**src/sv/fest_pkg.sv**
```systemverilog
package fest_pkg;

  // Table size default and the widest index it may need (up to 256 entries).
  localparam int TABLE_ENTRIES_DEF = 16;
  localparam int IDX_MAX_W         = 8;

  // Entries held between the lookup side and the update side.
  localparam int QUEUE_DEPTH = 2;

  // Header fields.
  localparam int ADDR_W   = 32;
  localparam int KIND_W   = 8;
  localparam int NUM_W    = 8;
  localparam int SEQ_W    = 32;
  localparam int CNT_W    = 16;
  localparam int UPT_W    = 32;
  localparam int KEY_W    = ADDR_W + KIND_W + NUM_W;
  localparam int IN_DATA_W = 128;

  // Result fields.
  localparam int SLOT_W     = 4;
  localparam int OUT_DATA_W = 72;

  // Per-entry sequence state: {uptime, next expected sequence}.
  localparam int ENTRY_W = UPT_W + SEQ_W;

  typedef struct packed {
    logic [IDX_MAX_W-1:0] slot;
    logic                 fresh;
    logic                 no_room;
    logic [SEQ_W-1:0]     seq;
    logic [CNT_W-1:0]     cnt;
    logic [UPT_W-1:0]     upt;
  } fest_item_t;

endpackage

```
**src/sv/fest_ram.sv**
```systemverilog
module fest_ram #(
  parameter int Width = 8,
  parameter int Depth = 16,
  localparam int AddrW = (Depth > 1) ? $clog2(Depth) : 1
) (
  input  logic             clk_i,
  input  logic             we_i,
  input  logic [AddrW-1:0] waddr_i,
  input  logic [Width-1:0] wdata_i,
  input  logic             re_i,
  input  logic [AddrW-1:0] raddr_i,
  output logic [Width-1:0] rdata_o
);

  logic [Width-1:0] mem_q [Depth];
  logic [Width-1:0] rdata_q;

  always_ff @(posedge clk_i) begin
    if (we_i) begin
      mem_q[waddr_i] <= wdata_i;
    end
    if (re_i) begin
      rdata_q <= mem_q[raddr_i];
    end
  end

  assign rdata_o = rdata_q;

endmodule

```
**src/sv/fest_front.sv**
```systemverilog
module fest_front #(
  parameter int TableEntries = fest_pkg::TABLE_ENTRIES_DEF
) (
  input  logic                           clk_i,
  input  logic                           rst_ni,
  input  logic                           s_tvalid_i,
  output logic                           s_tready_o,
  input  logic [fest_pkg::IN_DATA_W-1:0] s_tdata_i,
  output logic                           push_o,
  output fest_pkg::fest_item_t           item_o,
  input  logic                           full_i
);
  import fest_pkg::*;

  localparam int IdxW = (TableEntries > 1) ? $clog2(TableEntries) : 1;

  logic [TableEntries-1:0] valid_q, valid_d;
  logic [KEY_W-1:0]        key_q [TableEntries];

  logic [ADDR_W-1:0] addr;
  logic [KIND_W-1:0] kind;
  logic [NUM_W-1:0]  num;
  logic [KEY_W-1:0]  key;
  logic              hit_found, free_found, accept;
  logic [IdxW-1:0]   hit_idx, free_idx;

  assign addr = s_tdata_i[31:0];
  assign kind = s_tdata_i[39:32];
  assign num  = s_tdata_i[47:40];
  assign key  = {addr, kind, num};

  // Lowest matching valid entry, lowest free entry.
  always_comb begin
    hit_found  = 1'b0;
    free_found = 1'b0;
    hit_idx    = '0;
    free_idx   = '0;
    for (int i = 0; i < TableEntries; i++) begin
      if (valid_q[i]) begin
        if (!hit_found && key_q[i] == key) begin
          hit_found = 1'b1;
          hit_idx   = IdxW'(i);
        end
      end else if (!free_found) begin
        free_found = 1'b1;
        free_idx   = IdxW'(i);
      end
    end
  end

  assign s_tready_o = !full_i;
  assign accept     = s_tvalid_i && !full_i;
  assign push_o     = accept;

  always_comb begin
    item_o.seq     = s_tdata_i[79:48];
    item_o.cnt     = s_tdata_i[95:80];
    item_o.upt     = s_tdata_i[127:96];
    item_o.fresh   = !hit_found && free_found;
    item_o.no_room = !hit_found && !free_found;
    if (hit_found) begin
      item_o.slot = IDX_MAX_W'(hit_idx);
    end else if (free_found) begin
      item_o.slot = IDX_MAX_W'(free_idx);
    end else begin
      item_o.slot = '0;
    end
  end

  // Allocation happens here so later lookups see it in order.
  always_comb begin
    valid_d = valid_q;
    if (accept && !hit_found && free_found) begin
      valid_d[free_idx] = 1'b1;
    end
  end

  always_ff @(posedge clk_i or negedge rst_ni) begin
    if (!rst_ni) begin
      valid_q <= '0;
    end else begin
      valid_q <= valid_d;
    end
  end

  always_ff @(posedge clk_i) begin
    if (accept && !hit_found && free_found) begin
      key_q[free_idx] <= key;
    end
  end

endmodule

```
**src/sv/fest_queue.sv**
```systemverilog
module fest_queue (
  input  logic                 clk_i,
  input  logic                 rst_ni,
  input  logic                 push_i,
  input  fest_pkg::fest_item_t item_i,
  output logic                 full_o,
  output logic                 valid_o,
  output fest_pkg::fest_item_t item_o,
  input  logic                 pop_i
);
  import fest_pkg::*;

  localparam int PtrW = (QUEUE_DEPTH > 1) ? $clog2(QUEUE_DEPTH) : 1;
  localparam int CntW = $clog2(QUEUE_DEPTH + 1);

  fest_item_t      mem_q [QUEUE_DEPTH];
  logic [PtrW-1:0] wr_ptr_q, wr_ptr_d, rd_ptr_q, rd_ptr_d;
  logic [CntW-1:0] count_q, count_d;
  logic            do_push, do_pop;

  assign full_o  = (count_q == CntW'(QUEUE_DEPTH));
  assign valid_o = (count_q != '0);
  assign item_o  = mem_q[rd_ptr_q];
  assign do_push = push_i && !full_o;
  assign do_pop  = pop_i && valid_o;

  always_comb begin
    wr_ptr_d = wr_ptr_q;
    rd_ptr_d = rd_ptr_q;
    count_d  = count_q;
    if (do_push) begin
      wr_ptr_d = (wr_ptr_q == PtrW'(QUEUE_DEPTH - 1)) ? '0 : wr_ptr_q + PtrW'(1);
    end
    if (do_pop) begin
      rd_ptr_d = (rd_ptr_q == PtrW'(QUEUE_DEPTH - 1)) ? '0 : rd_ptr_q + PtrW'(1);
    end
    if (do_push && !do_pop) begin
      count_d = count_q + CntW'(1);
    end else if (do_pop && !do_push) begin
      count_d = count_q - CntW'(1);
    end
  end

  always_ff @(posedge clk_i or negedge rst_ni) begin
    if (!rst_ni) begin
      wr_ptr_q <= '0;
      rd_ptr_q <= '0;
      count_q  <= '0;
    end else begin
      wr_ptr_q <= wr_ptr_d;
      rd_ptr_q <= rd_ptr_d;
      count_q  <= count_d;
    end
  end

  always_ff @(posedge clk_i) begin
    if (do_push) begin
      mem_q[wr_ptr_q] <= item_i;
    end
  end

endmodule

```
**src/sv/fest_back.sv**
```systemverilog
module fest_back #(
  parameter int TableEntries = fest_pkg::TABLE_ENTRIES_DEF
) (
  input  logic                            clk_i,
  input  logic                            rst_ni,
  input  logic                            valid_i,
  input  fest_pkg::fest_item_t            item_i,
  output logic                            pop_o,
  output logic                            m_tvalid_o,
  input  logic                            m_tready_i,
  output logic [fest_pkg::OUT_DATA_W-1:0] m_tdata_o
);
  import fest_pkg::*;

  localparam int AddrW = (TableEntries > 1) ? $clog2(TableEntries) : 1;

  typedef enum logic {
    ST_IDLE,
    ST_CALC
  } state_e;

  state_e                  state_q;
  fest_item_t              item_q;
  logic                    m_valid_q;
  logic [OUT_DATA_W-1:0]   m_data_q;

  logic [ENTRY_W-1:0] rdata, wdata;
  logic [SEQ_W-1:0]   expect_seq, stored_upt, lost;
  logic               gap, restart, out_free, finish, wr_en;
  logic [OUT_DATA_W-1:0] result;

  assign pop_o    = (state_q == ST_IDLE) && valid_i;
  assign out_free = !m_valid_q || m_tready_i;
  assign finish   = (state_q == ST_CALC) && out_free;
  assign wr_en    = finish && !item_q.no_room;

  // A fresh entry reads as zero; its RAM word is never looked at.
  assign expect_seq = item_q.fresh ? '0 : rdata[SEQ_W-1:0];
  assign stored_upt = rdata[ENTRY_W-1:SEQ_W];
  assign gap        = (expect_seq != '0) && (item_q.seq != expect_seq);
  assign lost       = gap ? (item_q.seq - expect_seq) : '0;
  assign restart    = gap && (item_q.seq < expect_seq) && (item_q.upt < stored_upt);
  assign wdata      = {item_q.upt, item_q.seq + SEQ_W'(item_q.cnt)};

  always_comb begin
    if (item_q.no_room) begin
      result = '0;
      result[5] = 1'b1;
    end else begin
      result = {restart, expect_seq, lost, gap, 1'b0, item_q.fresh,
                item_q.slot[SLOT_W-1:0]};
    end
  end

  fest_ram #(
    .Width(ENTRY_W),
    .Depth(TableEntries)
  ) u_entry_ram (
    .clk_i  (clk_i),
    .we_i   (wr_en),
    .waddr_i(item_q.slot[AddrW-1:0]),
    .wdata_i(wdata),
    .re_i   (pop_o),
    .raddr_i(item_i.slot[AddrW-1:0]),
    .rdata_o(rdata)
  );

  always_ff @(posedge clk_i or negedge rst_ni) begin
    if (!rst_ni) begin
      state_q   <= ST_IDLE;
      m_valid_q <= 1'b0;
      m_data_q  <= '0;
    end else begin
      case (state_q)
        ST_IDLE: begin
          if (valid_i) begin
            state_q <= ST_CALC;
          end
        end
        ST_CALC: begin
          if (out_free) begin
            state_q <= ST_IDLE;
          end
        end
        default: state_q <= ST_IDLE;
      endcase
      if (finish) begin
        m_valid_q <= 1'b1;
        m_data_q  <= result;
      end else if (m_tready_i) begin
        m_valid_q <= 1'b0;
      end
    end
  end

  always_ff @(posedge clk_i) begin
    if (pop_o) begin
      item_q <= item_i;
    end
  end

  assign m_tvalid_o = m_valid_q;
  assign m_tdata_o  = m_data_q;

endmodule

```
**src/sv/flow_export_sequence_tracker_core.sv**
```systemverilog
// Path: queue write on the header's transaction, then entry RAM read, check and
//   write-back, then the result register once the output is free.
// Update: one header at a time, with a read-then-write pass over the entry RAM
//   before the next is taken; lookups run ahead by up to 2 queued headers.
// Reset: clears entry valid bits, the queue and all handshake state; key and RAM
//   contents are not cleared and are only read after being written.
module flow_export_sequence_tracker_core #(
  parameter int TableEntries = fest_pkg::TABLE_ENTRIES_DEF
) (
  input  logic                            clk_i,
  input  logic                            rst_ni,
  // Header stream.
  input  logic                            s_axis_tvalid_i,
  output logic                            s_axis_tready_o,
  // [31:0] exporter_addr, [39:32] engine_kind, [47:40] engine_num,
  // [79:48] flow_seq, [95:80] record_count, [127:96] uptime_ms
  input  logic [fest_pkg::IN_DATA_W-1:0]  s_axis_tdata_i,
  // Result stream.
  output logic                            m_axis_tvalid_o,
  input  logic                            m_axis_tready_i,
  // [3:0] slot, [4] was_new, [5] no_room, [6] gap_seen, [38:7] lost_flows,
  // [70:39] expected_seq, [71] restart_suspect
  output logic [fest_pkg::OUT_DATA_W-1:0] m_axis_tdata_o
);
  import fest_pkg::*;

  // Front: key match over the entry table, allocation of the lowest free
  // entry on a miss. Owns the valid bits and keys, so every lookup sees
  // allocations made by earlier headers even before they are updated.
  fest_item_t push_item, head_item;
  logic       push, q_full, q_valid, pop;

  fest_front #(
    .TableEntries(TableEntries)
  ) u_front (
    .clk_i     (clk_i),
    .rst_ni    (rst_ni),
    .s_tvalid_i(s_axis_tvalid_i),
    .s_tready_o(s_axis_tready_o),
    .s_tdata_i (s_axis_tdata_i),
    .push_o    (push),
    .item_o    (push_item),
    .full_i    (q_full)
  );

  // Short queue of classified headers; lets lookups continue while the
  // update side waits on the result stream.
  fest_queue u_queue (
    .clk_i  (clk_i),
    .rst_ni (rst_ni),
    .push_i (push),
    .item_i (push_item),
    .full_o (q_full),
    .valid_o(q_valid),
    .item_o (head_item),
    .pop_i  (pop)
  );

  // Back: reads the entry's expected sequence and uptime, checks for a
  // gap or restart, writes sequence plus count and uptime, and holds the
  // result in an output register.
  fest_back #(
    .TableEntries(TableEntries)
  ) u_back (
    .clk_i     (clk_i),
    .rst_ni    (rst_ni),
    .valid_i   (q_valid),
    .item_i    (head_item),
    .pop_o     (pop),
    .m_tvalid_o(m_axis_tvalid_o),
    .m_tready_i(m_axis_tready_i),
    .m_tdata_o (m_axis_tdata_o)
  );

endmodule
```
**config.mk**
```make
export PLATFORM = sky130hd
export DESIGN_NAME = flow_export_sequence_tracker_core
export DESIGN_NICKNAME = d
export VERILOG_FILES = /design/src/sv/fest_pkg.sv /design/src/sv/fest_ram.sv /design/src/sv/fest_front.sv /design/src/sv/fest_queue.sv /design/src/sv/fest_back.sv /design/src/sv/flow_export_sequence_tracker_core.sv
export SDC_FILE = /design/constraint.sdc
export NUM_CORES = 2
export LEC_CHECK = 0
export BUFFER_PORTS_ARGS = -buffer_cell sky130_fd_sc_hd__buf_2
export CAP_MARGIN = 20
export CORE_MARGIN = 5
export CORE_UTILIZATION = 35
export DETAILED_ROUTE_END_ITERATION = 16
export PLACE_DENSITY = 0.62
export SYNTH_ARGS = -nofsm -noshare
export SYNTH_HDL_FRONTEND = slang
export SYNTH_HIERARCHICAL = 1
export SYNTH_SLANG_ARGS = --single-unit
```
**constraint.sdc**
```tcl
create_clock -name clk_i -period 11.7 [get_ports clk_i]
set_input_delay 1.17 -clock clk_i [delete_from_list [all_inputs] [get_ports clk_i]]
set_output_delay 1.17 -clock clk_i [all_outputs]
set_load 0.02 [all_outputs]
```
==> results.py <==
metrics = {
    "timing": {
        "finalCritPeriodShare_pct": 43.8,
        "finalSetupTns_ps": 0,
        "hold_violations": 0,
        "final.min_clock_period_ps": 5130,
        "worst_slew_pin_slew_ps": 1160,
        "slew_viol_final": 0,
        "setup_viol": 0,
        "slew_headroom_pct": 22.0,
        "max_freq_mhz": 195,
        "rsz0062_at_grt": "false",
        "fin_skew_ps": 65.9,
    },
    "final_layout": {
        "final_net_count": 5994,
        "area_growth_pct": 13.5,
        "fin_util_pct": 39.8,
        "instances_no_fill": 9507,
        "drive_gt1_share_pct": 18.3,
    },
    "clock_tree": {
        "cts_setup_buffers": 0,
        "cts-root-buf": "clkbuf_16",
        "clockBufferDepth": 3,
        "clkTransAtPathRegs_ps": 70,
        "htreeDepth": 4,
        "clock_sinks": 2208,
        "cts_tree": "built",
        "cts_buffers": 222,
        "insertion_delay_ps": 860,
        "cts_hold_buf": 0,
        "cts_resized": 0,
    },
    "synthesis": {
        "ys.warnings.count": 6,
        "postSynthAreaPerCell_um2": 16.8,
        "synthCells": 5525,
        "syn_area_um2": 92700,
        "syn_nets": 5740,
    },
    "critical_path": {
        "reg2reg_slack_ps": 6990,
        "arrival_ps": 5570,
        "crit_path_end_kind": "register",
        "cp_max_fo": 44,
        "required_ps": 12140,
        "critPathKind": "input port to register",
        "startpoint_type": "input port",
    },
    "global_routing": {
        "grt_max_degree": 100,
        "grt_pass1_vias": 51400,
        "grt_pass1_wl_mm": 350,
        "antenna_found_initial": 10,
        "grt.overflow.total": 0,
        "grt_usage_pct": 16.9,
    },
    "floorplanning": {
        "die_y_um": 525,
        "dieArea_um2": 275000,
        "core-area_um2": 264000,
        "die_w_um": 525,
        "start_util_pct": 35.0,
        "io_pins": 206,
        "rows": 189,
    },
    "detailed_routing": {
        "wire_per_inst_um": 25.4,
        "num_vias": 51300,
        "dr.first_iter.drc_count": 5578,
        "via_per_inst": 5.39,
        "final_antenna_net_count": 0,
        "drt_pre_antenna_iters": 6,
        "drt-total-wl_mm": 241,
        "post-route-drc-count": 0,
    },
    "run": {
        "maxCapViolCount": 0,
    },
    "placement": {
        "dp_cells": 9073,
        "dp_hpwl_mm": 136,
        "routabilityCongestion": 0.904,
        "io_buffer_count": 205,
    },
    "power_and_ir_drop": {
        "p_leak_uw": 0.0339,
        "powerDensity_nw_per_um2": 250,
        "total_power_uw": 26300,
        "ir_worst_vdd_uv": 195,
    },
    "hold_path": {
        "hp-class": "input port to asynchronous set/reset pin",
    },
    "run_status": {
        "status": "complete, no violations",
    },
}
==> power by group <==
group	switching [µW]	total (µW)	internal, µW
sequential	814	11900	11000
clock	3080	7280	4200
combinational	4490	7130	2650
==> cell usage in the layout, fill, tap and decap left out, types with 28 or more instances in the layout <==
| cell | n |
|---|---|
| nor4_1 | 144 |
| nand3_1 | 77 |
| nor2_1 | 85 |
| nand4_1 | 230 |
| mux4_2 | 256 |
| clkinv_2 | 42 |
| nand2_1 | 280 |
| nand2b_1 | 137 |
| nor3_1 | 53 |
| nor2b_1 | 39 |
| mux2_2 | 85 |
| ha_1 | 81 |
| o21ai_0 | 101 |
| a22oi_1 | 130 |
| xnor2_1 | 473 |
| buf_4 | 127 |
| edfxtp_1 | 2114 |
| clkinv_1 | 44 |
| inv_1 | 115 |
| clkbuf_16 | 224 |
| bufinv_16 | 30 |
| nor2_4 | 28 |
| a21oi_1 | 72 |
| buf_2 | 204 |
| xor2_1 | 266 |
| clkbuf_1 | 46 |
| dfrtp_1 | 93 |
==> layer usage <==
metal / up-vias / track usage, % / share of wire (%)
li1: 22000 / - / -
met1: 26500 / 23.7 / 42
met2: 2357 / 27.4 / 47
met3: 447 / 2.82 / 7.8
met4: 0 / 4.61 / 2.7
met5: - / 0 / 0
==> stage by stage <==
step           setup WS (ps)  hold slack [ps]  cell area, µm²
3_3_place_gp            5910              458           97400
2_1_floorplan           2870              447           92700
4_1_cts                 6740              313          105000
3_5_place_dp            5850              465           97500
6_report                6570              373          105000
5_1_grt                 6420              388          105000
==> critical path, cell delays in order <==
cell       delay (ps)
buf_2              80
buf_4             530
inv_1             360
o22ai_1           310
nor4_1            110
nand4_1           240
o2111ai_2         180
nor4bb_1          470
nor4b_4           500
nand3_2           510
nor3_2            460
buf_4             580
==> flip-flops by register name (all words and copies together) (netlist names) <==
| register | count |
|---|---|
| u_back/item_q | 86 |
| u_back/m_tdata_o | 72 |
| u_back/m_tvalid_o | 1 |
| u_back/state_q | 1 |
| u_back/u_entry_ram/mem_q | 1024 |
| u_back/u_entry_ram/rdata_o | 64 |
| u_front/key_q | 768 |
| u_front/valid_q | 16 |
| u_queue/count_q | 2 |
| u_queue/mem_q | 172 |
| u_queue/rd_ptr_q | 1 |
| u_queue/wr_ptr_q | 1 |
==> cell type report <==
cell class                 count  area [µm²]
fill                       23900      159000
sequential                  2208       65800
multi-input combinational   2895       24800
clock buffer                 270        5780
tap                         3533        4420
timing repair buffer         337        2080
clock inverter               147        1770
inverter                     115         432
antenna                        2        5.00
==> final timing paths <==
path / start / endpoint / depth (start not counted)
max in group asynchronous: rst_ni / u_front/valid_q[5] / 2
max: s_axis_tdata_i[32] / u_front/key_q[3][0] / 12
min: rst_ni / u_back/m_tdata_o[16] / 1
min reg2reg: u_back/m_tdata_o[47] / u_back/m_tdata_o[47] / 2
max reg2reg: u_back/item_q[49] / u_back/u_entry_ram/mem_q[8][30] / 9
min in group clk_i: u_back/m_tdata_o[47] / u_back/m_tdata_o[47] / 2
Power figures use the tool's default switching activity.
